==> config.mk <==
export PLATFORM = sky130hd
export DESIGN_NAME = animation_frame_sequencer
export DESIGN_NICKNAME = d
export VERILOG_FILES = /design/src/rtl/core/afs_pkg.sv /design/src/rtl/core/afs_divider.sv /design/src/rtl/core/afs_frame_unit.sv /design/src/rtl/core/animation_frame_sequencer.sv
export SDC_FILE = /design/constraint.sdc
export NUM_CORES = 1
export LEC_CHECK = 0
export BUFFER_PORTS_ARGS = -buffer_cell sky130_fd_sc_hd__clkbuf_2
export CAP_MARGIN = 20
export CORE_MARGIN = 2
export CORE_UTILIZATION = 45
export DETAILED_ROUTE_END_ITERATION = 8
export PLACE_DENSITY = 0.63
export SLEW_MARGIN = 5
export SYNTH_ARGS = -nofsm -noshare
export SYNTH_HDL_FRONTEND = slang
export SYNTH_SLANG_ARGS = --single-unit
==> constraint.sdc <==
create_clock -name clock -period 12.61 [get_ports clock]
set_input_delay 1.261 -clock clock [delete_from_list [all_inputs] [get_ports clock]]
set_output_delay 1.261 -clock clock [all_outputs]
set_load 0.03 [all_outputs]
==> src/rtl/core/afs_pkg.sv <==
`timescale 1ns / 1ps
// ----------------------------------------------------------------------------
// afs_pkg
// Shared types and constants of the animation frame sequencer.
// ----------------------------------------------------------------------------
package afs_pkg;

   localparam int FRAME_BITS    = 16;
   localparam int TIME_BITS     = 32;
   localparam int INTERVAL_BITS = 16;
   localparam int SKIP_BITS     = 8;
   localparam int CSR_DATA_BITS = 16;
   localparam int CSR_INDEX_BITS = 3;

   typedef enum logic [1:0] {
      CMD_TICK    = 2'd0,
      CMD_RESTART = 2'd1,
      CMD_PAUSE   = 2'd2,
      CMD_RESUME  = 2'd3
   } command_type;

   typedef enum logic [CSR_INDEX_BITS-1:0] {
      CSR_FIRST_FRAME    = 3'd0,
      CSR_LAST_FRAME     = 3'd1,
      CSR_FRAME_INTERVAL = 3'd2,
      CSR_SKIP_STEP      = 3'd3,
      CSR_BOTH_WAY       = 3'd4,
      CSR_PLAY_ONCE      = 3'd5
   } csr_index_type;

   // Stage enables from the sequencer to the frame unit.
   typedef struct packed {
      logic count_en;
      logic mul_en;
      logic step_en;
      logic wrap_en;
   } stage_ctl_type;

endpackage

==> src/rtl/core/afs_divider.sv <==
`timescale 1ns / 1ps
// ----------------------------------------------------------------------------
// afs_divider
// Bit-serial restoring divider: one quotient bit per cycle.
// ----------------------------------------------------------------------------
module afs_divider (
   input  logic                                 clock,
   input  logic                                 reset,
   input  logic                                 start,
   input  logic [afs_pkg::TIME_BITS-1:0]        dividend,
   input  logic [afs_pkg::INTERVAL_BITS-1:0]    divisor,
   output logic                                 done,
   output logic [afs_pkg::TIME_BITS-1:0]        quotient
);

   localparam int TB = afs_pkg::TIME_BITS;
   localparam int DB = afs_pkg::INTERVAL_BITS;
   localparam int CNT_BITS = $clog2(TB);

   logic [TB-1:0]       acc_ff, acc_in;
   logic [DB-1:0]       rem_ff, rem_in;
   logic [DB-1:0]       div_ff, div_in;
   logic [CNT_BITS-1:0] cnt_ff, cnt_in;
   logic                busy_ff, busy_in;
   logic                done_ff, done_in;
   logic [DB:0]         trial;
   logic [DB:0]         diff;
   logic                qbit;

   always_comb begin
      trial = {rem_ff, acc_ff[TB-1]};
      diff  = trial - {1'b0, div_ff};
      qbit  = (trial >= {1'b0, div_ff});
   end

   always_comb begin
      acc_in  = acc_ff;
      rem_in  = rem_ff;
      div_in  = div_ff;
      cnt_in  = cnt_ff;
      busy_in = busy_ff;
      done_in = 1'b0;
      if (start) begin
         acc_in  = dividend;
         rem_in  = '0;
         div_in  = divisor;
         cnt_in  = CNT_BITS'(TB - 1);
         busy_in = 1'b1;
      end else if (busy_ff) begin
         acc_in = {acc_ff[TB-2:0], qbit};
         rem_in = qbit ? diff[DB-1:0] : trial[DB-1:0];
         cnt_in = cnt_ff - 1'b1;
         if (cnt_ff == '0) begin
            busy_in = 1'b0;
            done_in = 1'b1;
         end
      end
   end

   always_ff @(posedge clock) begin
      acc_ff <= acc_in;
      rem_ff <= rem_in;
      div_ff <= div_in;
      cnt_ff <= cnt_in;
      if (reset) begin
         busy_ff <= 1'b0;
         done_ff <= 1'b0;
      end else begin
         busy_ff <= busy_in;
         done_ff <= done_in;
      end
   end

   assign done     = done_ff;
   assign quotient = acc_ff;

endmodule

==> src/rtl/core/afs_frame_unit.sv <==
`timescale 1ns / 1ps
// ----------------------------------------------------------------------------
// afs_frame_unit
// Frame update pipeline: interval count, step multiply, bounded step, and
// end-of-run wrap or ping-pong turn.
// ----------------------------------------------------------------------------
module afs_frame_unit (
   input  logic                                 clock,
   input  afs_pkg::stage_ctl_type               ctl,
   input  logic [afs_pkg::TIME_BITS-1:0]        quotient,
   input  logic                                 interval_zero,
   input  logic [afs_pkg::SKIP_BITS-1:0]        skip_eff,
   input  logic [afs_pkg::FRAME_BITS-1:0]       frame,
   input  logic [afs_pkg::FRAME_BITS-1:0]       lo,
   input  logic [afs_pkg::FRAME_BITS-1:0]       hi,
   input  logic                                 backward,
   input  logic                                 both_way,
   input  logic                                 play_once,
   output logic [afs_pkg::FRAME_BITS-1:0]       frame_out,
   output logic                                 backward_out
);

   localparam int FB = afs_pkg::FRAME_BITS;
   localparam int TB = afs_pkg::TIME_BITS;
   localparam int SB = afs_pkg::SKIP_BITS;
   localparam int PB = FB + 1 + SB;

   logic [FB:0]   count_ff, count_in;
   logic [FB:0]   step_ff, step_in;
   logic [FB-1:0] stepped_ff, stepped_in;
   logic [FB-1:0] final_ff, final_in;
   logic          bw_ff, bw_in;

   logic          q_sat;
   logic [PB-1:0] prod;
   logic [FB:0]   back_diff;
   logic [FB:0]   fwd_sum;
   logic [SB:0]   back_turn;
   logic [FB:0]   turn_diff;
   logic          wrap_cond;
   logic          bw_mid;

   // Missed intervals plus one, saturated at the frame range.
   always_comb begin
      q_sat = (|quotient[TB-1:FB]) || (&quotient[FB-1:0]);
      if (interval_zero) begin
         count_in = (FB+1)'(1);
      end else if (q_sat) begin
         count_in = {1'b1, {FB{1'b0}}};
      end else begin
         count_in = {1'b0, quotient[FB-1:0]} + (FB+1)'(1);
      end
   end

   always_comb begin
      prod = PB'(count_ff) * PB'(skip_eff);
      if ((|prod[PB-1:FB+1]) || (prod[FB] && (|prod[FB-1:0]))) begin
         step_in = {1'b1, {FB{1'b0}}};
      end else begin
         step_in = prod[FB:0];
      end
   end

   always_comb begin
      back_diff = {1'b0, frame} - step_ff;
      fwd_sum   = {1'b0, frame} + step_ff;
      if (backward) begin
         if ((frame >= FB'(skip_eff)) && ({1'b0, frame} >= step_ff)
             && (back_diff[FB-1:0] >= lo)) begin
            stepped_in = back_diff[FB-1:0];
         end else begin
            stepped_in = lo;
         end
      end else begin
         if (fwd_sum < {1'b0, hi}) begin
            stepped_in = fwd_sum[FB-1:0];
         end else begin
            stepped_in = hi;
         end
      end
   end

   always_comb begin
      back_turn = {skip_eff, 1'b0};
      turn_diff = {1'b0, stepped_ff} - (FB+1)'(back_turn);
      wrap_cond = !backward && !play_once && (hi <= stepped_ff);
      final_in  = stepped_ff;
      bw_mid    = backward;
      if (wrap_cond) begin
         if (both_way) begin
            if (({1'b0, stepped_ff} >= (FB+1)'(back_turn)) && (turn_diff[FB-1:0] >= lo)) begin
               final_in = turn_diff[FB-1:0];
            end else begin
               final_in = lo;
            end
            bw_mid = 1'b1;
         end else begin
            final_in = lo;
         end
      end
      bw_in = bw_mid && (final_in != lo);
   end

   always_ff @(posedge clock) begin
      if (ctl.count_en) begin
         count_ff <= count_in;
      end
      if (ctl.mul_en) begin
         step_ff <= step_in;
      end
      if (ctl.step_en) begin
         stepped_ff <= stepped_in;
      end
      if (ctl.wrap_en) begin
         final_ff <= final_in;
         bw_ff    <= bw_in;
      end
   end

   assign frame_out    = final_ff;
   assign backward_out = bw_ff;

endmodule

==> src/rtl/core/animation_frame_sequencer.sv <==
`timescale 1ns / 1ps
// ----------------------------------------------------------------------------
// animation_frame_sequencer
// One animation channel: timestamped tick, restart, pause and resume commands
// drive a frame counter with loop, once and ping-pong modes.
// ----------------------------------------------------------------------------
// Each request transaction yields exactly one response transaction. Restart,
// pause, resume and ticks that are paused or not yet due go straight to the
// emit state, which registers the response once the output slot is free. A due
// tick with a nonzero frame interval first runs the bit-serial divider that
// counts missed intervals one quotient bit per cycle over the 32-bit elapsed
// time, followed by the count, multiply, step and wrap stages; with a zero
// interval the divider is skipped. One request is processed at a time, but a new
// request is accepted while the previous response is still waiting.
// Configuration writes must happen only while the block is idle.
// ----------------------------------------------------------------------------
module animation_frame_sequencer (
   input  logic                                  clock,
   input  logic                                  reset,
   input  logic                                  req_tvalid,
   output logic                                  req_tready,
   // now_time [31:0], start_offset [47:32]
   input  logic [47:0]                           req_tdata,
   // command [1:0]
   input  logic [1:0]                            req_tuser,
   output logic                                  rsp_tvalid,
   input  logic                                  rsp_tready,
   // frame_number [15:0], playing_backward [16], frame_changed [17],
   // is_paused [18], zero [23:19]
   output logic [23:0]                           rsp_tdata,
   input  logic                                  csr_we,
   input  logic [afs_pkg::CSR_INDEX_BITS-1:0]    csr_index,
   input  logic [afs_pkg::CSR_DATA_BITS-1:0]     csr_wdata
);

   localparam int FB = afs_pkg::FRAME_BITS;
   localparam int TB = afs_pkg::TIME_BITS;
   localparam int IB = afs_pkg::INTERVAL_BITS;
   localparam int SB = afs_pkg::SKIP_BITS;

   typedef enum logic [7:0] {
      ST_IDLE   = 8'b0000_0001,
      ST_DIVIDE = 8'b0000_0010,
      ST_COUNT  = 8'b0000_0100,
      ST_MUL    = 8'b0000_1000,
      ST_STEP   = 8'b0001_0000,
      ST_WRAP   = 8'b0010_0000,
      ST_COMMIT = 8'b0100_0000,
      ST_EMIT   = 8'b1000_0000
   } state_type;

   state_type state_ff, state_in;

   logic [FB-1:0] first_ff, first_in;
   logic [FB-1:0] last_ff, last_in;
   logic [IB-1:0] interval_ff, interval_in;
   logic [SB-1:0] skip_ff, skip_in;
   logic          both_way_ff, both_way_in;
   logic          once_ff, once_in;

   logic [FB-1:0] frame_ff, frame_in;
   logic [TB-1:0] due_ff, due_in;
   logic          bw_ff, bw_in;
   logic          paused_ff, paused_in;
   logic          changed_ff, changed_in;

   logic          rsp_valid_ff, rsp_valid_in;
   logic [FB-1:0] rsp_frame_ff, rsp_frame_in;
   logic          rsp_bw_ff, rsp_bw_in;
   logic          rsp_changed_ff, rsp_changed_in;
   logic          rsp_paused_ff, rsp_paused_in;

   afs_pkg::command_type   cmd;
   afs_pkg::stage_ctl_type ctl;
   logic [TB-1:0]          now_time;
   logic [FB-1:0]          start_offset;
   logic [FB:0]            restart_sum;
   logic                   req_fire;
   logic                   tick_due;
   logic                   div_start;
   logic                   div_done;
   logic [TB-1:0]          quotient;
   logic [TB-1:0]          elapsed;
   logic                   interval_zero;
   logic [SB-1:0]          skip_eff;
   logic [FB-1:0]          unit_frame;
   logic                   unit_bw;
   logic                   emit_ok;

   assign now_time      = req_tdata[TB-1:0];
   assign start_offset  = req_tdata[TB+FB-1:TB];
   assign cmd           = afs_pkg::command_type'(req_tuser);
   assign req_tready    = (state_ff == ST_IDLE);
   assign req_fire      = req_tvalid && req_tready;
   assign interval_zero = (interval_ff == '0);
   assign skip_eff      = (skip_ff == '0) ? SB'(1) : skip_ff;
   assign tick_due      = !paused_ff && (due_ff <= now_time);
   assign elapsed       = now_time - due_ff;
   assign restart_sum   = {1'b0, first_ff} + {1'b0, start_offset};
   assign emit_ok       = !rsp_valid_ff || rsp_tready;

   always_comb begin
      first_in    = first_ff;
      last_in     = last_ff;
      interval_in = interval_ff;
      skip_in     = skip_ff;
      both_way_in = both_way_ff;
      once_in     = once_ff;
      if (csr_we) begin
         unique case (csr_index)
            afs_pkg::CSR_FIRST_FRAME:    first_in    = csr_wdata[FB-1:0];
            afs_pkg::CSR_LAST_FRAME:     last_in     = csr_wdata[FB-1:0];
            afs_pkg::CSR_FRAME_INTERVAL: interval_in = csr_wdata[IB-1:0];
            afs_pkg::CSR_SKIP_STEP:      skip_in     = csr_wdata[SB-1:0];
            afs_pkg::CSR_BOTH_WAY:       both_way_in = csr_wdata[0];
            afs_pkg::CSR_PLAY_ONCE:      once_in     = csr_wdata[0];
            default: ;
         endcase
      end
   end

   always_comb begin
      state_in       = state_ff;
      frame_in       = frame_ff;
      due_in         = due_ff;
      bw_in          = bw_ff;
      paused_in      = paused_ff;
      changed_in     = changed_ff;
      div_start      = 1'b0;
      ctl            = '0;
      rsp_valid_in   = rsp_valid_ff && !rsp_tready;
      rsp_frame_in   = rsp_frame_ff;
      rsp_bw_in      = rsp_bw_ff;
      rsp_changed_in = rsp_changed_ff;
      rsp_paused_in  = rsp_paused_ff;
      unique case (state_ff)
         ST_IDLE: begin
            if (req_fire) begin
               changed_in = 1'b0;
               state_in   = ST_EMIT;
               unique case (cmd)
                  afs_pkg::CMD_TICK: begin
                     if (tick_due) begin
                        due_in = now_time + TB'(interval_ff);
                        if (interval_zero) begin
                           state_in = ST_COUNT;
                        end else begin
                           div_start = 1'b1;
                           state_in  = ST_DIVIDE;
                        end
                     end
                  end
                  afs_pkg::CMD_RESTART: begin
                     frame_in = restart_sum[FB] ? {FB{1'b1}} : restart_sum[FB-1:0];
                     due_in   = now_time;
                  end
                  afs_pkg::CMD_PAUSE:  paused_in = 1'b1;
                  afs_pkg::CMD_RESUME: paused_in = 1'b0;
                  default: ;
               endcase
            end
         end
         ST_DIVIDE: begin
            if (div_done) begin
               state_in = ST_COUNT;
            end
         end
         ST_COUNT: begin
            ctl.count_en = 1'b1;
            state_in     = ST_MUL;
         end
         ST_MUL: begin
            ctl.mul_en = 1'b1;
            state_in   = ST_STEP;
         end
         ST_STEP: begin
            ctl.step_en = 1'b1;
            state_in    = ST_WRAP;
         end
         ST_WRAP: begin
            ctl.wrap_en = 1'b1;
            state_in    = ST_COMMIT;
         end
         ST_COMMIT: begin
            frame_in   = unit_frame;
            bw_in      = unit_bw;
            changed_in = (unit_frame != frame_ff);
            state_in   = ST_EMIT;
         end
         ST_EMIT: begin
            if (emit_ok) begin
               rsp_valid_in   = 1'b1;
               rsp_frame_in   = frame_ff;
               rsp_bw_in      = bw_ff;
               rsp_changed_in = changed_ff;
               rsp_paused_in  = paused_ff;
               state_in       = ST_IDLE;
            end
         end
         default: state_in = ST_IDLE;
      endcase
   end

   afs_divider u_divider (
      .clock    (clock),
      .reset    (reset),
      .start    (div_start),
      .dividend (elapsed),
      .divisor  (interval_ff),
      .done     (div_done),
      .quotient (quotient)
   );

   afs_frame_unit u_frame_unit (
      .clock         (clock),
      .ctl           (ctl),
      .quotient      (quotient),
      .interval_zero (interval_zero),
      .skip_eff      (skip_eff),
      .frame         (frame_ff),
      .lo            (first_ff),
      .hi            (last_ff),
      .backward      (bw_ff),
      .both_way      (both_way_ff),
      .play_once     (once_ff),
      .frame_out     (unit_frame),
      .backward_out  (unit_bw)
   );

   always_ff @(posedge clock) begin
      rsp_frame_ff   <= rsp_frame_in;
      rsp_bw_ff      <= rsp_bw_in;
      rsp_changed_ff <= rsp_changed_in;
      rsp_paused_ff  <= rsp_paused_in;
      if (reset) begin
         state_ff     <= ST_IDLE;
         first_ff     <= FB'(0);
         last_ff      <= FB'(1);
         interval_ff  <= IB'(1);
         skip_ff      <= SB'(1);
         both_way_ff  <= 1'b0;
         once_ff      <= 1'b0;
         frame_ff     <= '0;
         due_ff       <= '0;
         bw_ff        <= 1'b0;
         paused_ff    <= 1'b0;
         changed_ff   <= 1'b0;
         rsp_valid_ff <= 1'b0;
      end else begin
         state_ff     <= state_in;
         first_ff     <= first_in;
         last_ff      <= last_in;
         interval_ff  <= interval_in;
         skip_ff      <= skip_in;
         both_way_ff  <= both_way_in;
         once_ff      <= once_in;
         frame_ff     <= frame_in;
         due_ff       <= due_in;
         bw_ff        <= bw_in;
         paused_ff    <= paused_in;
         changed_ff   <= changed_in;
         rsp_valid_ff <= rsp_valid_in;
      end
   end

   assign rsp_tvalid = rsp_valid_ff;
   assign rsp_tdata  = {5'b0, rsp_paused_ff, rsp_changed_ff, rsp_bw_ff, rsp_frame_ff};

endmodule

==> results by group, run 1 <==
Status
  – Status: complete, no violations

Clock network
  – CTS tree: yes
  – Worst-Skew Late Latency: 0.55 ns
  – Clk slew on worst S/H paths: 0.06 ns
  – CTS root buf: clkbuf_16
  – H-tree lvl count: 2
  – Clock sinks: 275
  – Post-CTS Setup Bufs: 0
  – Clock Path Buffers: 3
  – Post-CTS Hold Buffers: 0
  – CTS buffer count: 35
  – Resize count post-CTS: 0

Route
  – Total vias in the final route: 19,600
  – Routed vias/inst: 5.66
  – Antenna-violating nets left: 0
  – Final WL: 67.5 mm
  – Drt first pass iters: 5
  – Initial detailed-routing violation count: 1,439
  – Post-route DRC: 0
  – Wirelength per Cell: 19.5 um

Cells and area
  – Register area: 6850 sq um
  – Layout cells sized above 1: 7.30%
  – Multi-input gate area: 15,500 sq um
  – Antenna fix cells: 0
  – Cell Count, Final, Fillers Out: 3,469
  – FILL cells: 4,986
  – Synthesis-to-layout area growth: 9.39%
  – Nets: 3,165

Critical path
  – Worst Path Required: 12.90 ns
  – CP endpoint kind: flop
  – Startpoint type of the worst setup path: flop
  – Worst EP arrival: 6.71 ns
  – CP Max Fanout: 29
  – Crit Path Category: reg -> reg
  – R2R Setup Slk: 6.20 ns

STA
  – WHS: 0.493 ns
  – Setup_tns: 0 ns
  – Max Clock Freq: 156 MHz
  – Max-slew violations: 0
  – Max-slew headroom: 31.8%
  – # setup viols final: 0
  – Fin crit share: 50.9%
  – Post-layout min period: 6.41 ns
  – Final Hold Vio Count: 0
  – Least-Margin Pin Slew: 0.997 ns
  – RSZ-0062 raised after global routing: no
  – Setup Skew: 0.0227 ns

GRT
  – Vias in the first global route: 19,300
  – Grt ovf: 0
  – Initial antenna violation count: 2
  – All-Layer GR Usage: 25.0%
  – Largest net degree at the start of global routing: 65
  – First-pass GRT wire length: 107 mm

Synthesis
  – Synth top cells by count: nand2_1 (319), ha_1 (238), inv_1 (229)
  – Ys flop type: dfxtp_1
  – Top-count cell post-synth: nand2_1
  – Distinct cells, synth: 80
  – Synth top area share: 17.0%
  – Synth async-reset ratio: 0%
  – Synthesis Warnings: 0
  – Syn Std Cell Area: 23,700 sq um
  – Post-synth EDFFs: 134
  – Syn Inst Count: 2,712
  – Syn_area_per_cell: 8.72 sq um
  – Post-synthesis sequential area ratio: 28.9%
  – Top cells by area, synth: edfxtp_1 (17%), ha_1 (13%), dfxtp_1 (12%), fa_1 (8.2%), nand2_1 (5.1%)
  – Yosys top cell by area: edfxtp_1
  – #FFs+latches synth: 275

Pwr
  – Net Switching: 1040 uW
  – P_leak: 0.0108 uW
  – Combinational group share of total power: 31.6%
  – Total power: 3070 uW
  – Net Sw Frac: 33.7%
  – Clock power frac: 33.7%
  – Power per cell area: 119 nW/um^2
  – Peak supply drop: 0.100 mV
  – Internal: 2040 uW
  – Share of power burned in registers: 34.7%

Floorplan
  – CORE AREA: 52,200 sq um
  – Die footprint: 54,400 sq um
  – Starting Density: 45.3%
  – Rows: 84
  – Die Ht: 233 um
  – Die width: 233 um
  – Ports: 100

Hold path
  – Hold crit path type: reg -> reg

Placed design
  – Port Buf Inserts: 94
  – DP HPWL: 53.5 mm
  – DP Cell Count: 3,405
  – RePlAce Congestion: 1.00

Job
  – Max Cap Viol: 0
-- routing by layer --
metal  part of all wire, %  global-route usage (%)
met5                 0.034                       0
met4                   4.1                    10.3
met3                   4.5                    3.17
met2                    47                    41.5
met1                    45                    32.8
-- metrics by stage --
step | instance area, sq um | setup WS (ns) | utilization [%]
4_1_cts | 25800 | 6.23 | 49.5
6_report | 25900 | 6.20 | 49.6
2_1_floorplan | 23700 | 7.00 | -
3_3_place_gp | 24700 | 6.38 | 47.2
3_5_place_dp | 24700 | 6.27 | 47.2
5_1_grt | 25900 | 5.74 | 49.6
-- cells in the final DEF, fill, tap and decap left out, drive strengths merged, types with 17 or more instances in the layout --
cell	instances
nand4	26
a21oi	204
nor3	45
a31oi	24
nor4	40
o21a	29
nand2	321
o221ai	17
o31ai	19
a21o	41
fa	97
ha	238
nor2	181
edfxtp	134
nand3	43
dfxtp	141
a211oi	58
o21ai	120
xor2	76
xnor2	101
and2	106
mux2i	68
clkbuf	138
nand2b	34
inv	232
nor2b	35
-- worst max-delay path, cell delays in order, from the launching register on --
cell and delay, ns:
dfxtp_1 0.51, nor4_1 0.43, a41o_1 0.60, ha_1 0.27, inv_1 0.06, fa_1 0.41
a211oi_1 0.24, nor2_1 0.13, o31a_1 0.28, o22ai_1 0.45, and2_0 0.37, nand3_1 0.23
xnor2_1 0.18, ha_1 0.29, a21o_1 0.16, a211oi_1 0.21, o21ai_0 0.12, o221a_2 0.49
or2_2 0.39, a221o_1 0.32
-- worst paths after layout --
path,startpoint,end,depth (start not counted)
setup / recovery,skip_ff[3],u_frame_unit.backward_out,19
hold / removal,last_ff[2],last_ff[2],2
setup reg to reg,skip_ff[3],u_frame_unit.backward_out,19
hold reg to reg,last_ff[2],last_ff[2],2
-- cell families (layout without fill, tap and decap cells) --
kind of cell | Yosys count | count (layout) | share of synthesized area (%)
buffers and inverters | 333 | 398 | 5.52
adder cells (fa/ha/maj) | 335 | 335 | 20.8
multiplexers | 74 | 74 | 3.16
other | 1 | 5 | 0.0158
flip-flops | 275 | 275 | 28.9
XOR/XNOR | 177 | 177 | 6.58
AND/OR/NAND/NOR | 909 | 909 | 18.7
AO/OA/AOI/OAI | 608 | 608 | 16.3
-- power by group through the flow --
stage	Clock [uW]	Sequential, uW	Combinational, uW
2_1_floorplan	0	1070	760
5_1_grt	1090	1070	1090
3_3_place_gp	0	1080	941
3_5_place_dp	0	1080	957
4_1_cts	1060	1060	965
6_report	1040	1060	971
-- state kept, by name, indices dropped and copies added (netlist names), 17 cells and up --
name / flops
u_frame_unit.count_ff: 17
u_frame_unit.step_ff: 17
due_ff: 32
u_divider.quotient: 32
-- final cells by class --
cell class	count	share of cell area, %
repair buffers	106	2.28
well taps	688	3.33
flip-flops and latches	275	26.5
multi-input cells	2108	60.0
clock buffers	45	3.81
inverters	230	3.34
clock inverters	17	0.769
(Power assumes the default switching activity.)
==> run 2: changes to the inputs <==
==> constraint.sdc (replaced) <==
create_clock -name clock -period 6.6 [get_ports clock]
set_input_delay 0.66 -clock clock [delete_from_list [all_inputs] [get_ports clock]]
set_output_delay 0.66 -clock clock [all_outputs]
set_load 0.03 [all_outputs]
==> run 2 against run 1 <==
Highest routed layer unchanged. Sequential power increased by 92%. Combinational power rose by 93%. Sequential cell count is the same. Count of clock-buffer cells in the layout is 1 lower. Non-clock buffer count up 14. Maximum frequency grew 4.4%. Critical path type unchanged. Setup slack got worse by 5.7 ns. Clock power increased by 80%. Register-to-register slack lost 5.7 ns. Cell area is essentially flat.
==> results by group, run 2 (synthesis results as in run 1) <==
Status
  – Status: complete, no violations

STA
  – Setup_tns: 0 ns (unchanged)
  – Max-slew violations: 0 (unchanged)
  – Max Clock Freq: 163 MHz (+4.4%)
  – Post-layout min period: 6.15 ns (-0.268 ns)
  – Max-slew headroom: 28.8% (-3.0 points)
  – Least-Margin Pin Slew: 1.04 ns (+0.0439 ns)
  – Final Hold Vio Count: 0 (unchanged)
  – # setup viols final: 0 (unchanged)
  – Fin crit share: 93.1% (+42 points)
  – RSZ-0062 raised after global routing: no
  – Setup Skew: 0.0305 ns (+0.00785 ns)

Clock network
  – H-tree lvl count: 2 (unchanged)
  – Clk slew on worst S/H paths: 0.06 ns (about the same)
  – Resize count post-CTS: 0 (unchanged)
  – CTS buffer count: 35 (unchanged)
  – Clock sinks: 275 (unchanged)
  – Post-CTS Setup Bufs: 0 (unchanged)
  – Clock Path Buffers: 3 (unchanged)
  – Worst-Skew Late Latency: 0.56 ns (about the same)
  – CTS tree: yes
  – CTS root buf: clkbuf_16
  – Post-CTS Hold Buffers: 0 (unchanged)

Cells and area
  – Commonest non-fill, non-tap cells in the layout: nand2_1 (318), ha_1 (238), inv_1 (229)
  – Synthesis-to-layout area growth: 9.49% (about the same)
  – Layout cells sized above 1: 7.76% (+0.46 points)
  – Antenna fix cells: 0 (unchanged)
  – Nets: 3,179 (+0.44%)
  – Most common cell after layout, fill and taps aside: nand2_1

Floorplan
  – Die footprint: 54,400 sq um (unchanged)
  – Starting Density: 45.3% (unchanged)
  – Ports: 100 (unchanged)
  – Rows: 84 (unchanged)
  – Die width: 233 um (unchanged)
  – Die Ht: 233 um (unchanged)
  – CORE AREA: 52,200 sq um (unchanged)

Critical path
  – CP Max Fanout: 20 (-31%)
  – Worst EP arrival: 6.43 ns (-0.28 ns)
  – CP endpoint kind: flop
  – Startpoint type of the worst setup path: flop
  – Crit Path Category: reg -> reg
  – Worst Path Required: 6.88 ns (-6.02 ns)

Placed design
  – Port Buf Inserts: 94 (unchanged)
  – RePlAce Congestion: 0.981 (-2.1%)
  – DP HPWL: 53.0 mm (-1.0%)

Pwr
  – Net Switching: 2000 uW (+93%)
  – P_leak: 0.0108 uW (+0.33%)
  – Combinational group share of total power: 32.4% (+0.8 points)
  – Clock power frac: 32.4% (-1.3 points)
  – Total power: 5780 uW (+88%)
  – Net Sw Frac: 34.6% (+0.88 points)
  – Internal: 3780 uW (+85%)
  – Share of power burned in registers: 35.2% (+0.5 points)
  – Peak supply drop: 0.214 mV (+110%)
  – Power per cell area: 223 nW/um^2 (+88%)

Route
  – Antenna-violating nets left: 0 (unchanged)
  – Initial detailed-routing violation count: 1,492 (+3.7%)
  – Drt first pass iters: 5 (unchanged)
  – Final WL: 66.8 mm (-0.98%)
  – Post-route DRC: 0 (unchanged)
  – Wirelength per Cell: 19.2 um (-1.4%)
  – Routed vias/inst: 5.62 (-0.60%)
  – Total vias in the final route: 19,600 (-0.14%)

GRT
  – All-Layer GR Usage: 24.7% (-0.28 points)
  – Vias in the first global route: 19,300 (+0.062%)
  – Initial antenna violation count: 2 (unchanged)
  – Largest net degree at the start of global routing: 64 (-1.5%)
  – First-pass GRT wire length: 105 mm (-1.8%)
  – Grt ovf: 0 (unchanged)

Hold path
  – Hold crit path type: in -> reg

Job
  – Max Cap Viol: 0 (unchanged)
-- run 2: metal layers --
metal	global-route usage [%]	up-vias	routed length, um
met4	9.26	4	2550
met1	31.5	9335	29400
li1	-	9609	-
met5	0	-	28
met3	3.45	115	3450
met2	42.3	529	31400
-- run 2: power groups by stage --
| stage | sequential (uW) | clock [uW] | combinational, uW |
|---|---|---|---|
| after floorplan | 2040 | 0 | 1450 |
| after global placement | 2060 | 0 | 1810 |
| after detailed placement | 2070 | 0 | 1850 |
| after CTS | 2030 | 1910 | 1860 |
| after global routing | 2050 | 1980 | 2100 |
| final | 2030 | 1870 | 1870 |
-- run 2: critical path: stages (launching register included) --
cell and delay, ns:
dfxtp_1 0.79, nand2_1 0.16, fa_1 0.52, fa_1 0.52, fa_1 0.53, fa_1 0.55
inv_1 0.05, ha_1 0.36, a21o_1 0.23, or4_1 0.48, a311o_1 0.32, a31oi_1 0.22
mux2i_1 0.12, nor4_2 0.34, o21ai_2 0.27, or3_1 0.42
-- run 2: path summary, 6_finish.rpt --
| path | from | end | slack, ns | cells after the start |
|---|---|---|---|---|
| worst max-delay path | skip_ff[6] | u_frame_unit.step_ff[16] | 0.45 | 15 |
| worst min-delay path | csr_wdata[10] | last_ff[10] | 0.37 | 3 |
| worst max register to register | skip_ff[6] | u_frame_unit.step_ff[16] | 0.45 | 15 |
| worst min register to register | last_ff[1] | last_ff[1] | 0.48 | 2 |
-- run 2: metrics by stage --
step | std cells | hold WS, ns | util, % | worst slack [ns] | cell area [sq um]
finish | 3485 | 0.368 | 49.6 | 0.455 | 25900
floorplan | 2716 | 0.406 | - | 0.991 | 23700
detailed placement | 3420 | 0.478 | 47.4 | 0.482 | 24800
CTS | 3484 | 0.345 | 49.6 | 0.459 | 25900
global placement | 3420 | 0.473 | 47.4 | 0.645 | 24800
global route | 3485 | 0.370 | 49.6 | 0.0257 | 25900
-- run 2: area by class of cell --
| cell class | count | area, sq um |
|---|---|---|
| Clock buffer | 44 | 982 |
| Multi-Input combinational cell | 2108 | 15500 |
| Tap cell | 688 | 861 |
| Fill cell | 4864 | 26300 |
| Timing Repair Buffer | 120 | 681 |
| Clock inverter | 20 | 136 |
| Inverter | 230 | 863 |
| Sequential cell | 275 | 6850 |
==> run 3: changes to the inputs <==
--- a/config.mk
+++ b/config.mk
@@ -8,9 +8,9 @@
 export BUFFER_PORTS_ARGS = -buffer_cell sky130_fd_sc_hd__clkbuf_2
 export CAP_MARGIN = 20
 export CORE_MARGIN = 2
-export CORE_UTILIZATION = 45
+export CORE_UTILIZATION = 64
 export DETAILED_ROUTE_END_ITERATION = 8
-export PLACE_DENSITY = 0.63
+export PLACE_DENSITY = 0.84
 export SLEW_MARGIN = 5
 export SYNTH_ARGS = -nofsm -noshare
 export SYNTH_HDL_FRONTEND = slang
==> run 3 against run 2 <==
Final cell count decreased by 6.5%. Critical path type unchanged. Sequential power about the same. Critical endpoint unchanged. Non-clock buffer count is 2 lower. Utilization up 20 points. Cell area fell by 1.4%.
==> results by group, run 3 (synthesis results as in run 1) <==
Cells and area
  – Most common cell after layout, fill and taps aside: nand2_1
  – Final instance area: 25,500 sq um (-1.4%)
  – Cell Count, Final, Fillers Out: 3,258 (-6.5%)
  – Layout cells sized above 1: 7.46% (-0.30 points)
  – Nets: 3,173 (-0.19%)
  – Synthesis-to-layout area growth: 7.94%
  – FILL cells: 2,769 (-43%)
  – Commonest non-fill, non-tap cells in the layout: nand2_1 (318), ha_1 (238), inv_1 (229)

Route
  – Routed vias/inst: 6.23 (+11%)
  – Final WL: 65.8 mm (-1.5%)
  – Drt first pass iters: 6 (+1)
  – Post-route DRC: 0 (unchanged)
  – Wirelength per Cell: 20.2 um (+5.4%)
  – Total vias in the final route: 20,300 (+3.6%)
  – Initial detailed-routing violation count: 1,849 (+24%)
  – Antenna-violating nets left: 0 (unchanged)

Critical path
  – Worst Path Required: 6.94 ns (+0.06 ns)
  – CP endpoint kind: flop
  – Worst path max stage delay: 0.58 ns (-0.21 ns)
  – Worst EP arrival: 6.52 ns (+0.09 ns)
  – Critical path's slowest cell: a41o_1
  – Buffers & Inverters on Critical Path: 2 (+1)
  – Worst-path cell chain: nor4_1 > a41o_1 > and2_1 > fa_1 > ha_1 > inv_1 > fa_1 > inv_1 > ha_1 > a211oi_1 > o21ai_1 > a311oi_2 > nor2_2 > a41o_1 > a221oi_2 > a21oi_1 > nor4_2 > o21ai_2 > or3_1
  – CP delay by family, top: compound AO/OA/AOI/OAI gates
  – CP Max Fanout: 20 (unchanged)
  – Crit Path Category: reg -> reg
  – Startpoint type of the worst setup path: flop

GRT
  – Grt ovf: 0 (unchanged)
  – All-Layer GR Usage: 33.9% (+9.2 points)
  – Largest net degree at the start of global routing: 102 (+59%)
  – First-pass GRT wire length: 104 mm (-1.0%)
  – Global route hottest layer: met2
  – Vias in the first global route: 19,500 (+0.88%)
  – Met1 Resource Use GR: 43.8% (+12 points)
  – M3 GR Usage: 5.17% (+1.7 points)
  – Met2 usage: 57.0% (+15 points)
  – Initial antenna violation count: 0 (-2)

STA
  – Post-layout min period: 6.18 ns (+0.0350 ns)
  – Max-slew headroom: 26.1% (-2.7 points)
  – Final Hold Vio Count: 0 (unchanged)
  – # setup viols final: 0 (unchanged)
  – Fin crit share: 93.6% (+0.53 points)
  – Max-slew violations: 0 (unchanged)
  – RSZ-0062 raised after global routing: no
  – Least-Margin Pin Slew: 1.10 ns (+0.0620 ns)
  – WHS: 0.321 ns (-0.0469 ns)
  – Setup WS post-layout: 0.420 ns (-0.0349 ns)
  – Max Clock Freq: 162 MHz (-0.57%)
  – Setup_tns: 0 ns (unchanged)
  – Setup Skew: 0.0226 ns (-0.00800 ns)

Clock network
  – Clock sinks: 275 (unchanged)
  – CTS tree: yes
  – CTS buffer count: 31 (-11%)
  – Clk slew on worst S/H paths: 0.06 ns (about the same)
  – Resize count post-CTS: 0 (unchanged)
  – Post-CTS Setup Bufs: 0 (unchanged)
  – Worst-Skew Late Latency: 0.60 ns (+0.04 ns)
  – CTS root buf: clkbuf_16
  – Post-CTS Hold Buffers: 0 (unchanged)
  – H-tree lvl count: 1 (-1)
  – Clock Path Buffers: 3 (unchanged)

Pwr
  – P_leak: 0.0108 uW (-0.36%)
  – Power per cell area: 222 nW/um^2 (-0.26%)
  – Peak supply drop: 0.329 mV (+54%)

Placed design
  – Setup slack at placement: 0.510 ns (+0.0287 ns)
  – RePlAce Congestion: 1.00 (+2.2%)
  – Placed inst area: 24,500 sq um (-1.2%)
  – DP HPWL: 51.5 mm (-2.7%)
  – Port Buf Inserts: 94 (unchanged)
  – DP Cell Count: 3,198 (-6.5%)

Floorplan
  – Die width: 196 um (-16%)
  – Ports: 100 (unchanged)
  – CORE AREA: 36,500 sq um (-30%)
  – Rows: 70 (-17%)
  – Die Ht: 196 um (-16%)
  – Starting Density: 64.8% (+19 points)
  – Die footprint: 38,500 sq um (-29%)

Status
  – Status: complete, no violations

Hold path
  – Hold crit path type: in -> reg

Job
  – Max Cap Viol: 0 (unchanged)
-- run 3: cell count changes in the layout (fill, tap and decap cells not counted), sizes merged --
| cell | change |
|---|---|
| bufinv | +2 |
| inv | +1 |
| buf | -2 |
| clkinv | -10 |
| clkinvlp | -1 |
| diode | +1 |
| clkbuf | +2 |
-- run 3: stage by stage --
step / power (uW) / util, %
floorplan: 3490 / -
global placement: 3820 / 67.0
detailed placement: 3890 / 67.0
CTS: 5660 / 69.8
global route: 5970 / 69.9
finish: 5680 / 69.9
-- run 3: layout make-up --
class                   count  area, sq um  share of cell area, %
diodes                      1         2.50                0.00980
flip-flops and latches    275         6850                   26.8
inverters                 230          863                   3.38
multi-input cells        2108        15500                   60.8
clock buffers              46          906                   3.55
well taps                 468          586                   2.29
repair buffers            118          673                   2.64
clock inverters            12          131                  0.514
-- run 3: final timing paths --
path | from | endpoint | slack, ns | cells after the start
worst max-delay path | skip_ff[3] | u_frame_unit.step_ff[16] | 0.42 | 19
worst max register to register | skip_ff[3] | u_frame_unit.step_ff[16] | 0.42 | 19
worst min-delay path | req_tuser[1] | paused_ff | 0.32 | 2
worst min register to register | changed_ff | rsp_changed_ff | 0.47 | 0
-- run 3: metal layers --
layer / share of wire [%] / wire (um)
met1: 41 / 27200
met4: 4.6 / 3040
met5: 0 / 0
met2: 47 / 30900
met3: 7.1 / 4700
-- run 3: worst register-to-register path: cells and delay by family, from the launching register on --
kind / cells / cell delay (ns)
DFF: 1 / 0.52
and+or+nand+nor: 5 / 1.41
AOI/OAI and AO/OA: 8 / 2.31
buffers and inverters: 2 / 0.11
adders and majority gates: 4 / 1.59
-- run 3: report_power, final --
part | switching, uW | internal (uW) | leakage (uW)
Sequential | 105 | 1930 | 0.00237
Clock | 738 | 1030 | 0.000514
Combinational | 1090 | 779 | 0.00790
Total | 1940 | 3740 | 0.0108
